### config.mk
export PLATFORM = sky130hd
export DESIGN_NAME = priority_aging_task_picker_top_flat
export DESIGN_NICKNAME = d
export VERILOG_FILES = /design/src/rtl/core/patp_pkg.sv /design/src/rtl/core/patp_req_if.sv /design/src/rtl/core/patp_rsp_if.sv /design/src/rtl/core/patp_ram.sv /design/src/rtl/core/patp_dp.sv /design/src/rtl/core/patp_ctrl.sv /design/src/rtl/core/priority_aging_task_picker_top.sv /design/src/flat_wrapper.sv
export SDC_FILE = /design/constraint.sdc
export NUM_CORES = 1
export LEC_CHECK = 0
export BUFFER_PORTS_ARGS = -buffer_cell sky130_fd_sc_hd__buf_4
export CAP_MARGIN = 40
export CORE_MARGIN = 1
export CORE_UTILIZATION = 52
export CTS_BUF_LIST = sky130_fd_sc_hd__clkbuf_2 sky130_fd_sc_hd__clkbuf_4 sky130_fd_sc_hd__clkbuf_8
export CTS_CLUSTER_SIZE = 10
export DETAILED_ROUTE_END_ITERATION = 8
export MAX_ROUTING_LAYER = met4
export PLACE_DENSITY = 0.68
export SYNTH_ARGS = -nofsm -noshare
export SYNTH_HDL_FRONTEND = slang
export SYNTH_SLANG_ARGS = --single-unit
### constraint.sdc
create_clock -name clock -period 4.02 [get_ports clock]
set_input_delay 1.005 -clock clock [delete_from_list [all_inputs] [get_ports clock]]
set_output_delay 1.005 -clock clock [all_outputs]
set_load 0.005 [all_outputs]
### src/rtl/core/patp_pkg.sv
// Package for the priority aging task picker.
// Holds field widths, action and status codes, FSM state and the
// controller/datapath command and status structs. No dependencies.
`default_nettype none
package patp_pkg;

   localparam int LIST_SLOTS_DEF = 16;
   localparam int PRIO_LOW_DEF   = -20;
   localparam int PRIO_HIGH_DEF  = 20;

   localparam int ID_W    = 8;
   localparam int PRIO_W  = 6;
   localparam int ENTRY_W = ID_W + 2 * PRIO_W;

   localparam logic signed [PRIO_W-1:0] AGE_FLOOR = -6'sd20;

   typedef enum logic [1:0] {
      ACT_APPEND = 2'd0,
      ACT_REMOVE = 2'd1,
      ACT_SET    = 2'd2,
      ACT_PICK   = 2'd3
   } act_type;

   typedef enum logic [2:0] {
      ST_OK      = 3'd0,
      ST_EMPTY   = 3'd1,
      ST_BOUNDS  = 3'd2,
      ST_MISSING = 3'd3,
      ST_FULL    = 3'd4
   } status_type;

   typedef enum logic [2:0] {
      S_IDLE,
      S_EXEC,
      S_SCAN,
      S_SHIFT,
      S_DONE
   } state_type;

   typedef struct packed {
      logic       load_req;
      logic       start_scan;
      logic       start_shift;
      logic       append_wr;
      logic       set_wr;
      logic       pick_wr;
      logic       count_dec;
      logic       rsp_load;
      status_type status;
   } cmd_type;

   typedef struct packed {
      act_type act;
      logic    full;
      logic    empty;
      logic    bounds_bad;
      logic    found;
      logic    busy;
      logic    rsp_free;
   } sts_type;

endpackage
`default_nettype wire

### src/rtl/core/patp_req_if.sv
// Request channel interface: valid/ready plus one action transaction.
// Depends on patp_pkg for field widths.
`default_nettype none
interface patp_req_if;
   import patp_pkg::*;

   logic                     valid;
   logic                     ready;
   logic [1:0]               action;
   logic [ID_W-1:0]          task_ident;
   logic signed [PRIO_W-1:0] prio_value;
   logic signed [PRIO_W-1:0] aged_value;

   modport source (output valid, action, task_ident, prio_value, aged_value,
                   input ready);
   modport sink   (input valid, action, task_ident, prio_value, aged_value,
                   output ready);
endinterface
`default_nettype wire

### src/rtl/core/patp_rsp_if.sv
// Response channel interface: valid/ready plus one result transaction.
// Depends on patp_pkg for field widths.
`default_nettype none
interface patp_rsp_if;
   import patp_pkg::*;

   logic            valid;
   logic            ready;
   logic [ID_W-1:0] chosen_task;
   logic            chosen_valid;
   logic [2:0]      status_code;

   modport source (output valid, chosen_task, chosen_valid, status_code,
                   input ready);
   modport sink   (input valid, chosen_task, chosen_valid, status_code,
                   output ready);
endinterface
`default_nettype wire

### src/rtl/core/patp_ram.sv
// Generic single write port, single read port RAM with registered read.
// No dependencies.
`default_nettype none
module patp_ram #(
   parameter int WIDTH = 8,
   parameter int DEPTH = 16
) (
   input  wire logic                     clock,
   input  wire logic                     wr_en,
   input  wire logic [$clog2(DEPTH)-1:0] wr_addr,
   input  wire logic [WIDTH-1:0]         wr_data,
   input  wire logic [$clog2(DEPTH)-1:0] rd_addr,
   output logic      [WIDTH-1:0]         rd_data
);
   logic [WIDTH-1:0] mem_ff [DEPTH];
   logic [WIDTH-1:0] rd_data_ff;

   always_ff @(posedge clock) begin
      if (wr_en) begin
         mem_ff[wr_addr] <= wr_data;
      end
      rd_data_ff <= mem_ff[rd_addr];
   end

   assign rd_data = rd_data_ff;
endmodule
`default_nettype wire

### src/rtl/core/patp_dp.sv
// Datapath: ready list RAM, entry walker, match/minimum tracking, count
// and the response register. Depends on patp_pkg and patp_ram.
`default_nettype none
module patp_dp #(
   parameter int LIST_SLOTS = patp_pkg::LIST_SLOTS_DEF,
   parameter int PRIO_LOW   = patp_pkg::PRIO_LOW_DEF,
   parameter int PRIO_HIGH  = patp_pkg::PRIO_HIGH_DEF
) (
   input  wire logic                                    clock,
   input  wire logic                                    reset,
   input  wire patp_pkg::cmd_type                       cmd,
   output patp_pkg::sts_type                            sts,
   input  wire logic [1:0]                              req_action,
   input  wire logic [patp_pkg::ID_W-1:0]               req_task_ident,
   input  wire logic signed [patp_pkg::PRIO_W-1:0]      req_prio_value,
   input  wire logic signed [patp_pkg::PRIO_W-1:0]      req_aged_value,
   input  wire logic                                    rsp_ready,
   output logic                                         rsp_valid,
   output logic [patp_pkg::ID_W-1:0]                    rsp_chosen_task,
   output logic                                         rsp_chosen_valid,
   output logic [2:0]                                   rsp_status_code
);
   import patp_pkg::*;

   localparam int IDX_W = $clog2(LIST_SLOTS);
   localparam int CNT_W = $clog2(LIST_SLOTS + 1);
   localparam logic [CNT_W-1:0]  FULL_CNT = CNT_W'(LIST_SLOTS);
   localparam logic signed [7:0] LOW_B    = 8'(PRIO_LOW);
   localparam logic signed [7:0] HIGH_B   = 8'(PRIO_HIGH);

   act_type                  act_ff, act_in;
   logic [ID_W-1:0]          id_ff, id_in;
   logic signed [PRIO_W-1:0] prio_ff, prio_in;
   logic signed [PRIO_W-1:0] aged_ff, aged_in;

   logic [CNT_W-1:0] count_ff, count_in;
   logic             walk_ff, walk_in;
   logic             shift_ff, shift_in;
   logic [CNT_W-1:0] rd_idx_ff, rd_idx_in;
   logic             dat_vld_ff, dat_vld_in;
   logic [IDX_W-1:0] dat_idx_ff, dat_idx_in;
   logic             found_ff, found_in;
   logic [IDX_W-1:0] pos_ff, pos_in;

   logic [IDX_W-1:0]         best_ff, best_in;
   logic [ID_W-1:0]          best_id_ff, best_id_in;
   logic signed [PRIO_W-1:0] best_base_ff, best_base_in;
   logic signed [PRIO_W-1:0] best_aged_ff, best_aged_in;

   logic             rsp_valid_ff, rsp_valid_in;
   logic [ID_W-1:0]  rsp_task_ff, rsp_task_in;
   logic             rsp_cvalid_ff, rsp_cvalid_in;
   status_type       rsp_status_ff, rsp_status_in;

   logic               we;
   logic [IDX_W-1:0]   waddr;
   logic [ENTRY_W-1:0] wdata;
   logic [IDX_W-1:0]   raddr;
   logic [ENTRY_W-1:0] rd_data;

   logic [ID_W-1:0]          dat_id;
   logic signed [PRIO_W-1:0] dat_base;
   logic signed [PRIO_W-1:0] dat_aged;
   logic signed [PRIO_W-1:0] aged_dec;
   logic signed [7:0]        prio_ext;
   logic                     issue;

   patp_ram #(
      .WIDTH (ENTRY_W),
      .DEPTH (LIST_SLOTS)
   ) u_ram (
      .clock   (clock),
      .wr_en   (we),
      .wr_addr (waddr),
      .wr_data (wdata),
      .rd_addr (raddr),
      .rd_data (rd_data)
   );

   assign dat_id   = rd_data[ENTRY_W-1 -: ID_W];
   assign dat_base = rd_data[2*PRIO_W-1 -: PRIO_W];
   assign dat_aged = rd_data[PRIO_W-1:0];
   assign aged_dec = (dat_aged > AGE_FLOOR) ? dat_aged - 6'sd1 : dat_aged;
   assign prio_ext = 8'(prio_ff);
   assign issue    = walk_ff && (rd_idx_ff < count_ff);
   assign raddr    = rd_idx_ff[IDX_W-1:0];

   always_comb begin
      act_in        = act_ff;
      id_in         = id_ff;
      prio_in       = prio_ff;
      aged_in       = aged_ff;
      count_in      = count_ff;
      walk_in       = walk_ff;
      shift_in      = shift_ff;
      rd_idx_in     = rd_idx_ff;
      dat_vld_in    = 1'b0;
      dat_idx_in    = dat_idx_ff;
      found_in      = found_ff;
      pos_in        = pos_ff;
      best_in       = best_ff;
      best_id_in    = best_id_ff;
      best_base_in  = best_base_ff;
      best_aged_in  = best_aged_ff;
      rsp_valid_in  = rsp_valid_ff;
      rsp_task_in   = rsp_task_ff;
      rsp_cvalid_in = rsp_cvalid_ff;
      rsp_status_in = rsp_status_ff;
      we            = 1'b0;
      waddr         = '0;
      wdata         = '0;

      if (cmd.load_req) begin
         act_in  = act_type'(req_action);
         id_in   = req_task_ident;
         prio_in = req_prio_value;
         aged_in = req_aged_value;
      end

      if (walk_ff) begin
         if (issue) begin
            rd_idx_in  = rd_idx_ff + CNT_W'(1);
            dat_vld_in = 1'b1;
            dat_idx_in = raddr;
         end else begin
            walk_in = 1'b0;
         end
      end

      if (cmd.start_scan) begin
         walk_in   = 1'b1;
         shift_in  = 1'b0;
         rd_idx_in = '0;
         found_in  = 1'b0;
      end
      if (cmd.start_shift) begin
         walk_in   = 1'b1;
         shift_in  = 1'b1;
         rd_idx_in = CNT_W'(pos_ff) + CNT_W'(1);
      end

      if (dat_vld_ff) begin
         if (shift_ff) begin
            we    = 1'b1;
            waddr = dat_idx_ff - IDX_W'(1);
            wdata = rd_data;
         end else if (act_ff == ACT_PICK) begin
            we    = 1'b1;
            waddr = dat_idx_ff;
            wdata = {dat_id, dat_base, aged_dec};
            if (dat_idx_ff == '0 || dat_aged < best_aged_ff) begin
               best_in      = dat_idx_ff;
               best_id_in   = dat_id;
               best_base_in = dat_base;
               best_aged_in = dat_aged;
            end
         end else if (!found_ff && dat_id == id_ff) begin
            found_in = 1'b1;
            pos_in   = dat_idx_ff;
         end
      end

      if (cmd.append_wr) begin
         we       = 1'b1;
         waddr    = count_ff[IDX_W-1:0];
         wdata    = {id_ff, prio_ff, aged_ff};
         count_in = count_ff + CNT_W'(1);
      end
      if (cmd.set_wr) begin
         we    = 1'b1;
         waddr = pos_ff;
         wdata = {id_ff, prio_ff, prio_ff};
      end
      if (cmd.pick_wr) begin
         we    = 1'b1;
         waddr = best_ff;
         wdata = {best_id_ff, best_base_ff, best_base_ff};
      end
      if (cmd.count_dec) begin
         count_in = count_ff - CNT_W'(1);
      end

      if (rsp_valid_ff && rsp_ready) begin
         rsp_valid_in = 1'b0;
      end
      if (cmd.rsp_load) begin
         rsp_valid_in  = 1'b1;
         rsp_status_in = cmd.status;
         rsp_cvalid_in = (cmd.status == ST_OK) && (act_ff == ACT_PICK);
         rsp_task_in   = rsp_cvalid_in ? best_id_ff : '0;
      end
   end

   always_ff @(posedge clock) begin
      if (reset) begin
         count_ff     <= '0;
         walk_ff      <= 1'b0;
         dat_vld_ff   <= 1'b0;
         rsp_valid_ff <= 1'b0;
      end else begin
         count_ff     <= count_in;
         walk_ff      <= walk_in;
         dat_vld_ff   <= dat_vld_in;
         rsp_valid_ff <= rsp_valid_in;
      end
      act_ff        <= act_in;
      id_ff         <= id_in;
      prio_ff       <= prio_in;
      aged_ff       <= aged_in;
      shift_ff      <= shift_in;
      rd_idx_ff     <= rd_idx_in;
      dat_idx_ff    <= dat_idx_in;
      found_ff      <= found_in;
      pos_ff        <= pos_in;
      best_ff       <= best_in;
      best_id_ff    <= best_id_in;
      best_base_ff  <= best_base_in;
      best_aged_ff  <= best_aged_in;
      rsp_task_ff   <= rsp_task_in;
      rsp_cvalid_ff <= rsp_cvalid_in;
      rsp_status_ff <= rsp_status_in;
   end

   always_comb begin
      sts.act        = act_ff;
      sts.full       = (count_ff == FULL_CNT);
      sts.empty      = (count_ff == '0);
      sts.bounds_bad = (prio_ext < LOW_B) || (prio_ext > HIGH_B);
      sts.found      = found_ff;
      sts.busy       = walk_ff || dat_vld_ff;
      sts.rsp_free   = !rsp_valid_ff || rsp_ready;
   end

   assign rsp_valid        = rsp_valid_ff;
   assign rsp_chosen_task  = rsp_task_ff;
   assign rsp_chosen_valid = rsp_cvalid_ff;
   assign rsp_status_code  = rsp_status_ff;

   a_count_bound: assert property (@(posedge clock) disable iff (reset)
      count_ff <= FULL_CNT)
      else $error("ready count above list size");

   a_append_room: assert property (@(posedge clock) disable iff (reset)
      cmd.append_wr |-> count_ff < FULL_CNT)
      else $error("append written into a full list");

   a_chosen_ok: assert property (@(posedge clock) disable iff (reset)
      rsp_valid_ff && rsp_cvalid_ff |-> rsp_status_ff == ST_OK)
      else $error("chosen task flagged with a failing status");

   a_shift_idx: assert property (@(posedge clock) disable iff (reset)
      dat_vld_ff && shift_ff |-> dat_idx_ff != '0)
      else $error("shift moved the head entry");
endmodule
`default_nettype wire

### src/rtl/core/patp_ctrl.sv
// Controller FSM: sequences each transaction through the datapath walks
// and decides the status code. Depends on patp_pkg.
`default_nettype none
module patp_ctrl (
   input  wire logic              clock,
   input  wire logic              reset,
   input  wire logic              req_valid,
   output logic                   req_ready,
   input  wire patp_pkg::sts_type sts,
   output patp_pkg::cmd_type      cmd
);
   import patp_pkg::*;

   state_type  state_ff, state_in;
   status_type status_ff, status_in;

   always_ff @(posedge clock) begin
      if (reset) begin
         state_ff <= S_IDLE;
      end else begin
         state_ff <= state_in;
      end
      status_ff <= status_in;
   end

   always_comb begin
      state_in        = state_ff;
      status_in       = status_ff;
      req_ready       = 1'b0;
      cmd.load_req    = 1'b0;
      cmd.start_scan  = 1'b0;
      cmd.start_shift = 1'b0;
      cmd.append_wr   = 1'b0;
      cmd.set_wr      = 1'b0;
      cmd.pick_wr     = 1'b0;
      cmd.count_dec   = 1'b0;
      cmd.rsp_load    = 1'b0;
      cmd.status      = status_ff;

      case (state_ff)
         S_IDLE: begin
            req_ready = 1'b1;
            if (req_valid) begin
               cmd.load_req = 1'b1;
               state_in     = S_EXEC;
            end
         end
         S_EXEC: begin
            status_in = ST_OK;
            state_in  = S_DONE;
            case (sts.act)
               ACT_APPEND: begin
                  if (sts.full) begin
                     status_in = ST_FULL;
                  end else begin
                     cmd.append_wr = 1'b1;
                  end
               end
               ACT_SET: begin
                  if (sts.bounds_bad) begin
                     status_in = ST_BOUNDS;
                  end else begin
                     cmd.start_scan = 1'b1;
                     state_in       = S_SCAN;
                  end
               end
               ACT_PICK: begin
                  if (sts.empty) begin
                     status_in = ST_EMPTY;
                  end else begin
                     cmd.start_scan = 1'b1;
                     state_in       = S_SCAN;
                  end
               end
               default: begin
                  cmd.start_scan = 1'b1;
                  state_in       = S_SCAN;
               end
            endcase
         end
         S_SCAN: begin
            if (!sts.busy) begin
               state_in = S_DONE;
               if (sts.act == ACT_PICK) begin
                  cmd.pick_wr = 1'b1;
               end else if (!sts.found) begin
                  status_in = ST_MISSING;
               end else if (sts.act == ACT_REMOVE) begin
                  cmd.start_shift = 1'b1;
                  state_in        = S_SHIFT;
               end else begin
                  cmd.set_wr = 1'b1;
               end
            end
         end
         S_SHIFT: begin
            if (!sts.busy) begin
               cmd.count_dec = 1'b1;
               state_in      = S_DONE;
            end
         end
         S_DONE: begin
            if (sts.rsp_free) begin
               cmd.rsp_load = 1'b1;
               state_in     = S_IDLE;
            end
         end
         default: begin
            state_in = S_IDLE;
         end
      endcase
   end
endmodule
`default_nettype wire

### src/rtl/core/priority_aging_task_picker_top.sv
// Top level of the priority aging task picker.
// Depends on patp_pkg, patp_req_if, patp_rsp_if, patp_ctrl and patp_dp.
//
// Usage:
//   req_ch carries one transaction: action (append, remove, set priority,
//   pick), task_ident, prio_value and aged_value. rsp_ch returns exactly one
//   transaction per request: chosen_task, chosen_valid and status_code.
//   Both channels transfer on a clock edge with valid and ready high.
//   One request is in flight at a time; req_ch.ready is high while the
//   controller is idle. The response sits in an output register, so the
//   next request is taken while an earlier response waits on rsp_ch.
//   Append, a rejected set priority and a pick on an empty list finish
//   without an entry walk. Set priority, pick and remove walk the list
//   RAM, one entry per cycle on its single read port; a remove walks
//   again to close the gap. Reset empties the list and drops any pending
//   response. A stalled rsp_ch holds the finished response and holds off
//   the next completion.
`default_nettype none
module priority_aging_task_picker_top #(
   parameter int LIST_SLOTS = patp_pkg::LIST_SLOTS_DEF,
   parameter int PRIO_LOW   = patp_pkg::PRIO_LOW_DEF,
   parameter int PRIO_HIGH  = patp_pkg::PRIO_HIGH_DEF
) (
   input wire logic   clock,
   input wire logic   reset,
   patp_req_if.sink   req_ch,
   patp_rsp_if.source rsp_ch
);
   import patp_pkg::*;

   cmd_type cmd;
   sts_type sts;

   patp_ctrl u_ctrl (
      .clock     (clock),
      .reset     (reset),
      .req_valid (req_ch.valid),
      .req_ready (req_ch.ready),
      .sts       (sts),
      .cmd       (cmd)
   );

   patp_dp #(
      .LIST_SLOTS (LIST_SLOTS),
      .PRIO_LOW   (PRIO_LOW),
      .PRIO_HIGH  (PRIO_HIGH)
   ) u_dp (
      .clock            (clock),
      .reset            (reset),
      .cmd              (cmd),
      .sts              (sts),
      .req_action       (req_ch.action),
      .req_task_ident   (req_ch.task_ident),
      .req_prio_value   (req_ch.prio_value),
      .req_aged_value   (req_ch.aged_value),
      .rsp_ready        (rsp_ch.ready),
      .rsp_valid        (rsp_ch.valid),
      .rsp_chosen_task  (rsp_ch.chosen_task),
      .rsp_chosen_valid (rsp_ch.chosen_valid),
      .rsp_status_code  (rsp_ch.status_code)
   );
endmodule
`default_nettype wire
### src/flat_wrapper.sv
// flat-port wrapper written by rule: the top's interface ports become plain ports
module priority_aging_task_picker_top_flat import patp_pkg::*;
#(
   parameter int LIST_SLOTS = patp_pkg::LIST_SLOTS_DEF,
   parameter int PRIO_LOW   = patp_pkg::PRIO_LOW_DEF,
   parameter int PRIO_HIGH  = patp_pkg::PRIO_HIGH_DEF
)
  (clock, reset, req_ch_valid, req_ch_action, req_ch_task_ident, req_ch_prio_value, req_ch_aged_value, req_ch_ready, rsp_ch_valid, rsp_ch_chosen_task, rsp_ch_chosen_valid, rsp_ch_status_code, rsp_ch_ready);
  patp_req_if req_ch_i ();
  patp_rsp_if rsp_ch_i ();
  input wire logic clock;
  input wire logic reset;
  input wire logic [$bits(req_ch_i.valid)-1:0] req_ch_valid;
  input wire logic [$bits(req_ch_i.action)-1:0] req_ch_action;
  input wire logic [$bits(req_ch_i.task_ident)-1:0] req_ch_task_ident;
  input wire logic [$bits(req_ch_i.prio_value)-1:0] req_ch_prio_value;
  input wire logic [$bits(req_ch_i.aged_value)-1:0] req_ch_aged_value;
  output wire logic [$bits(req_ch_i.ready)-1:0] req_ch_ready;
  output wire logic [$bits(rsp_ch_i.valid)-1:0] rsp_ch_valid;
  output wire logic [$bits(rsp_ch_i.chosen_task)-1:0] rsp_ch_chosen_task;
  output wire logic [$bits(rsp_ch_i.chosen_valid)-1:0] rsp_ch_chosen_valid;
  output wire logic [$bits(rsp_ch_i.status_code)-1:0] rsp_ch_status_code;
  input wire logic [$bits(rsp_ch_i.ready)-1:0] rsp_ch_ready;
  assign req_ch_i.valid = req_ch_valid;
  assign req_ch_i.action = req_ch_action;
  assign req_ch_i.task_ident = req_ch_task_ident;
  assign req_ch_i.prio_value = req_ch_prio_value;
  assign req_ch_i.aged_value = req_ch_aged_value;
  assign req_ch_ready = req_ch_i.ready;
  assign rsp_ch_valid = rsp_ch_i.valid;
  assign rsp_ch_chosen_task = rsp_ch_i.chosen_task;
  assign rsp_ch_chosen_valid = rsp_ch_i.chosen_valid;
  assign rsp_ch_status_code = rsp_ch_i.status_code;
  assign rsp_ch_i.ready = rsp_ch_ready;
  priority_aging_task_picker_top #(.LIST_SLOTS(LIST_SLOTS), .PRIO_LOW(PRIO_LOW), .PRIO_HIGH(PRIO_HIGH)) u_core (.clock(clock), .reset(reset), .req_ch(req_ch_i), .rsp_ch(rsp_ch_i));
endmodule
# ---- After elaboration in Yosys (flattened, before gate mapping)
# Memories as Yosys holds them, arrays and structs flattened. A register that Yosys moved wholly into a read port is not among the register bits.
# Index checks and enable logic that the tools add are counted.
dict set report classes {
  n_bitwise 2
  reduce_logical 26
  eq_ne 15
  add_sub_neg 6
  order_cmp 5
  mux 81
}
# operator n
set op_table {}
lappend op_table {{$mux 20} 6}
lappend op_table {{$mux 1} 41}
lappend op_table {{$mux 3} 13}
lappend op_table {{$mux 5} 6}
lappend op_table {{$mux 4} 6}
lappend op_table {{$pmux 3 s3} 2}
lappend op_table {{$reduce_and 4->1} 4}
lappend op_table {{$pmux 3 s5} 1}
lappend op_table {{$gt 6x6->1 const B} 2}
lappend op_table {{$add 5x1->5 const B} 2}
lappend op_table {{$ne 2x2->1 const B} 5}
lappend op_table {{$eq 8x8->1} 1}
lappend op_table {{$eq 3x2->1 const B} 2}
lappend op_table {{$logic_not 3->1} 2}
lappend op_table {{$lt 6x6->1} 1}
lappend op_table {{$lt 6x6->1 const B} 1}
lappend op_table {{$mux 2} 3}
lappend op_table {{$mux 6} 1}
lappend op_table {{$pmux 3 s2} 1}
lappend op_table {{$reduce_bool 2->1} 3}
lappend op_table {{$reduce_bool 3->1} 2}
lappend op_table {{$sub 6x2->6 const B} 1}
lappend op_table {{$add 4x1->5 const B} 1}
lappend op_table {{$eq 5x5->1 const B} 1}
lappend op_table {{17 further kinds} 27}
dict set report word_totals {
  output_inout_bits 14
  elab_cells 158
  in_bits 26
  ramBits 320
  regBits 87
  n_memories 1
}
# name depth word_bits rd rd_clocked_by_memory_dff write_ports line_no
set memory_table {}
lappend memory_table {u_core.u_dp.u_ram.mem_ff 16 20 1 1 1 patp_ram.sv:15} ;# logic [WIDTH-1:0] mem_ff [DEPTH];

# ---- Depth between registers and ports, before layout
dict set report depth {
  depth_word 10
  depth_mapped 10
  ltp_nobuf 9
}

# ---- Cells and area by module
# Synthesis repeated with hierarchy kept, for this count alone.
dict set report unflattened {
  cells_unflattened 955
  hier_area_um2 17167.7
}
# mod cells_per_inst seq_area_each_um2 instances area_each_um2
set modules_own_cells {}
lappend modules_own_cells {patp_ram 533 10009.6 1 12530.8}
lappend modules_own_cells {patp_dp 364 2332.2 1 4126.5}
lappend modules_own_cells {patp_ctrl 58 150.1 1 510.5}

# ---- Least setup slack after synthesis
# No wires, ideal clock.
dict set report synth_path {
  kind {register to register}
  start {reg u_core.u_dp.act_ff[0]}
  end {mem u_core.u_dp.u_ram.mem_ff[3][0] (netlist bit), enable pin}
  path_buffers 0
  t_arrival_ps 2989
  required_ps 3623
  setup_time_ps 397
  slack_ps 634
  stages_incl_launch_ff 7
  period_less_slack_ps 3386
  cell_sequence {edfxtp_1 or3_4 a211oi_4 mux2_1 and2_1 or3_1 nor2_1}
}
dict set report synth_between {
  elab_chain_cells 10
  elab_cells_between_ends 24
  cone_classes {2 x eq/ne; 21 x mux; 1 x reduce/logical}
}
# element line_no
set synth_lines {}
lappend synth_lines {{from (decl)} patp_dp.sv:31} ;# act_type act_ff, act_in;
lappend synth_lines {{from (signal assigned)} patp_dp.sv:206} ;# act_ff <= act_in;
lappend synth_lines {{$eq 2x1->1} patp_ctrl.sv:88} ;# end else if (sts.act == ACT_REMOVE) begin
lappend synth_lines {{$mux 1} patp_ctrl.sv:88}
lappend synth_lines {{$mux 1} patp_ctrl.sv:86} ;# end else if (!sts.found) begin
lappend synth_lines {{$mux 1} patp_ctrl.sv:84} ;# if (sts.act == ACT_PICK) begin
lappend synth_lines {{$mux 2} patp_ctrl.sv:82} ;# if (!sts.busy) begin
lappend synth_lines {{$mux 2} patp_ctrl.sv:40} ;# case (state_ff)
lappend synth_lines {{$mux 1} patp_dp.sv:169} ;# if (cmd.set_wr) begin
lappend synth_lines {{$mux 1} patp_dp.sv:174} ;# if (cmd.pick_wr) begin
lappend synth_lines {{$mux 1} patp_ram.sv:19} ;# if (wr_en) begin
lappend synth_lines {{$mux 1 (not written as such)} patp_ram.sv:20} ;# mem_ff[wr_addr] <= wr_data;
lappend synth_lines {{to (decl)} patp_ram.sv:15}
# Several ways; a longest one is shown, not always the timed one.

# ---- Worst setup path in the final report
dict set report layout_path {
  start {reg u_core.u_ctrl.state_ff[1]}
  end {mem u_core.u_dp.u_ram.mem_ff[8][18] (netlist bit), enable pin}
}
dict set report layout_between {
  elab_chain_cells 7
  elab_cells_between_ends 12
  cone_classes {2 x eq/ne; 10 x mux}
}
# element line_no
set layout_lines {}
lappend layout_lines {{from (decl)} patp_ctrl.sv:14} ;# state_type state_ff, state_in;
lappend layout_lines {{from (signal assigned)} patp_ctrl.sv:21} ;# state_ff <= state_in;
lappend layout_lines {{$eq 3x1->1} patp_ctrl.sv:40}
lappend layout_lines {{$mux 1} patp_ctrl.sv:40}
lappend layout_lines {{$mux 1} patp_dp.sv:163} ;# if (cmd.append_wr) begin
lappend layout_lines {{$mux 1} patp_dp.sv:169}
lappend layout_lines {{$mux 1} patp_dp.sv:174}
lappend layout_lines {{$mux 1} patp_ram.sv:19}
lappend layout_lines {{$mux 1 (not written as such)} patp_ram.sv:20}
# Several ways; a longest one is shown, not always the timed one.

==> impl_metrics.py <==
metrics = {
    "synthesis": {
        "synth_adder_area_share_pct": 1.37,
        "synth_top_area_cell": "edfxtp_1",
        "synth_nets": 921,
        "synth.avg_cell_area_sq_um": 19.3,
        "yosysMostFrequentCell": "edfxtp_1",
        "netlist_area_sq_um": 17000,
        "synth_common_cells": "394 x edfxtp_1, 100 x mux4_2, 39 x nor2_1",
        "synthFlopType": "edfxtp_1",
        "synth_top_area_share_pct": 69.8,
        "synth-edff-count": 394,
        "synth.mux.area_fraction_pct": 13.5,
        "async_reset_ff_share_pct": 0,
        "synth_xor_area_share_pct": 1.19,
        "yosys.area_share.simple_pct": 5.36,
        "synth_compound_area_share_pct": 3.59,
        "synth_top_family_by_area": "multiplexers",
        "synthTopCellsByArea": "edfxtp_1 70%, mux4_2 13%, dfxtp_1 3.9%",
        "ys_seq_area_share_pct": 73.7,
        "ys_ff_latch": 427,
        "ys_warn_count": 0,
        "synthCells": 877,
        "ys_types": 60,
    },
    "floorplanning": {
        "ios": 40,
        "rows": 65,
        "dieHeight_microns": 183,
        "design.die.area_sq_um": 33300,
        "die_w_microns": 183,
        "initial_core_util_pct": 53.3,
        "core_sq_um": 31800,
    },
    "clock_network": {
        "cts_tree": "done",
        "cts_setup_buffers": 0,
        "htree_levels": 3,
        "root_buffer": "clkbuf_8",
        "cts_resized": 0,
        "clk_pin_slew_ps": 60,
        "cts_buffer_depth": 3,
        "cts-buffers-inserted": 70,
        "cts_sinks": 427,
        "ctsHoldBuffers": 0,
        "insertion_delay_ps": 590,
    },
    "worst_setup_path": {
        "reg2reg_to": "u_core.u_dp.u_ram.mem_ff[8][18]$_DFFE_PP_",
        "reg2reg_depth": 7,
        "worstReg2RegStart": "u_core.u_ctrl.state_ff[1]$_SDFFE_PP0P_",
        "crit_path_start_kind": "flip-flop",
        "setup.worst_path.end_class": "flip-flop",
        "critPathKind": "flip-flop to flip-flop",
        "worstPathRequired_ps": 4270,
        "rrSetupSlack_ps": 730,
        "critPathArrivalTime_ps": 3540,
        "crit_path_max_fanout": 17,
        "crit_start": "u_core.u_ctrl.state_ff[1]$_SDFFE_PP0P_",
    },
    "grt": {
        "grt_pass1_vias": 8869,
        "grtUsageTotal_pct": 23.4,
        "grt_pass1_wl_mm": 54.8,
        "overflow": 0,
        "antenna_found_initial": 0,
        "grt_max_degree": 84,
    },
    "sta": {
        "worst_pin_slew_ps": 802,
        "max_freq_ghz": 0.304,
        "min_period_ps": 3290,
        "period_share_pct": 81.8,
        "maxSlewHeadroom_pct": 46.5,
        "slew_violations": 0,
        "fin_setup_tns_ps": 0,
        "rsz0062_at_grt": "false",
        "clock_skew_ps": 28.4,
        "finalSetupViolations": 0,
        "hold_viol": 0,
    },
    "min_path": {
        "holdPathStages": 0,
        "holdPathEnd": "u_core.u_dp.best_base_ff[2]$_DFFE_PP_",
        "hp-start": "u_core.u_dp.u_ram.rd_data[8]$_DFF_P_",
        "hold_class": "flip-flop to flip-flop",
    },
    "finish": {
        "layout.nets": 1033,
        "design_area_sq_um": 19300,
        "antennaDiodeCount": 0,
        "drive_gt1_share_pct": 29.9,
        "area_delta_synth_final_pct": 14.0,
    },
    "route": {
        "routed_via_density": 5.90,
        "ant_nets": 0,
        "wl_per_cell_microns": 24.6,
        "firstDrtPassIters": 5,
        "totalWireLength_mm": 36.3,
        "drt_iter0_drc": 891,
        "drc": 0,
        "dr_total_vias": 8723,
    },
    "placed_design": {
        "routabilityCongestion": 0.868,
        "post-dp-hpwl_mm": 22.8,
        "placed_area_sq_um": 18000,
        "port_buffers": 39,
    },
    "power_and_ir_drop": {
        "powerDensity_nw_per_um2": 486,
        "power_leakage_nw": 6.63,
        "peakVddDrop_mv": 0.257,
    },
    "run_status": {
        "status": "finished, final reports clean",
    },
    "flow_run": {
        "drv_cap": 0,
    },
}
[worst max-delay path, cell delays in order (launching register included)]
cell and delay, ps:
dfxtp_1 600, or3b_1 450, nor3_4 290, a2111oi_1 140, a221o_1 340, or3b_4 430
nor2b_2 330, buf_4 380
[through the flow]
step	std cells	power (mW)	utilization, %	hold slack (ps)	setup slack [ps]
floorplan	877	5.63	-	400	634
global placement	1350	5.88	56.5	405	815
detailed placement	1352	5.90	56.5	416	765
CTS	1478	9.49	60.8	430	777
global route	1478	9.74	60.8	444	548
finish	1478	9.40	60.8	433	733
[flip-flops by register name, summed over array words and instances (netlist names), 4 cells and up]
| name | cells |
|---|---|
| u_core.u_dp.u_ram.mem_ff | 320 |
| u_core.u_dp.u_ram.rd_data | 20 |
| u_core.u_dp.best_id_ff | 8 |
| u_core.u_dp.id_ff | 8 |
| u_core.u_dp.rsp_chosen_task | 8 |
| u_core.u_dp.aged_ff | 6 |
| u_core.u_dp.best_aged_ff | 6 |
| u_core.u_dp.best_base_ff | 6 |
| u_core.u_dp.prio_ff | 6 |
| u_core.u_dp.count_ff | 5 |
| u_core.u_dp.rd_idx_ff | 5 |
| u_core.u_dp.best_ff | 4 |
| u_core.u_dp.dat_idx_ff | 4 |
| u_core.u_dp.pos_ff | 4 |
[cells in the final DEF, fill, tap and decap left out, types with 18 or more instances in the layout]
cell type and n:
edfxtp_1 394, a21oi_1 22, nand2_1 30, mux4_2 100, clkinv_1 18, clkbuf_8 76
inv_1 19, nor2_1 27, buf_4 73, dfxtp_1 33, clkbuf_4 23
[per-layer routing]
metal / track usage, % / part of all wire [%] / vias to the layer above / wire (microns)
met2: 34.9 / 47 / 349 / 17200
li1: - / - / 3813 / -
met5: - / 0 / - / 0
met3: 5.35 / 7.2 / 73 / 2600
met1: 32.2 / 43 / 4488 / 15700
met4: 7.60 / 2.2 / 0 / 785
[cell families (layout without fill, tap and decap cells)]
group / Yosys count / after routing
flip-flops: 427 / 427
AND/OR/NAND/NOR: 165 / 165
multiplexers: 103 / 103
AO/OA/AOI/OAI: 86 / 86
buffers and inverters: 55 / 221
XOR/XNOR: 23 / 23
adder cells (fa/ha/maj): 18 / 18
[cell type report]
class / count / area (sq um)
Sequential cell: 427 / 12500
Clock buffer: 99 / 1220
Clock inverter: 27 / 123
Inverter: 19 / 71.3
Fill cell: 2286 / 12500
Tap cell: 435 / 544
Multi-Input combinational cell: 395 / 4280
Timing Repair Buffer: 76 / 593
[how the worst max path moves through the flow]
stage                                           endpoint  slack (ps)  cells after the start
5_1_grt         u_core.u_dp.u_ram.mem_ff[9][9]$_DFFE_PP_         550                      8
2_1_floorplan   u_core.u_dp.u_ram.mem_ff[3][0]$_DFFE_PP_         630                      6
3_3_place_gp    u_core.u_dp.u_ram.mem_ff[3][2]$_DFFE_PP_         810                      7
3_5_place_dp   u_core.u_dp.u_ram.mem_ff[8][11]$_DFFE_PP_         760                      7
4_1_cts        u_core.u_dp.u_ram.mem_ff[8][11]$_DFFE_PP_         780                      7
6_report       u_core.u_dp.u_ram.mem_ff[8][18]$_DFFE_PP_         730                      7
[power by group]
part / internal [mW] / leakage [nW] / total, mW / switching [mW]
Clock: 1.96 / 0.718 / 3.60 / 1.64
Combinational: 0.338 / 1.95 / 0.728 / 0.390
Sequential: 4.97 / 3.95 / 5.07 / 0.0983
(Power assumes the default switching activity.)
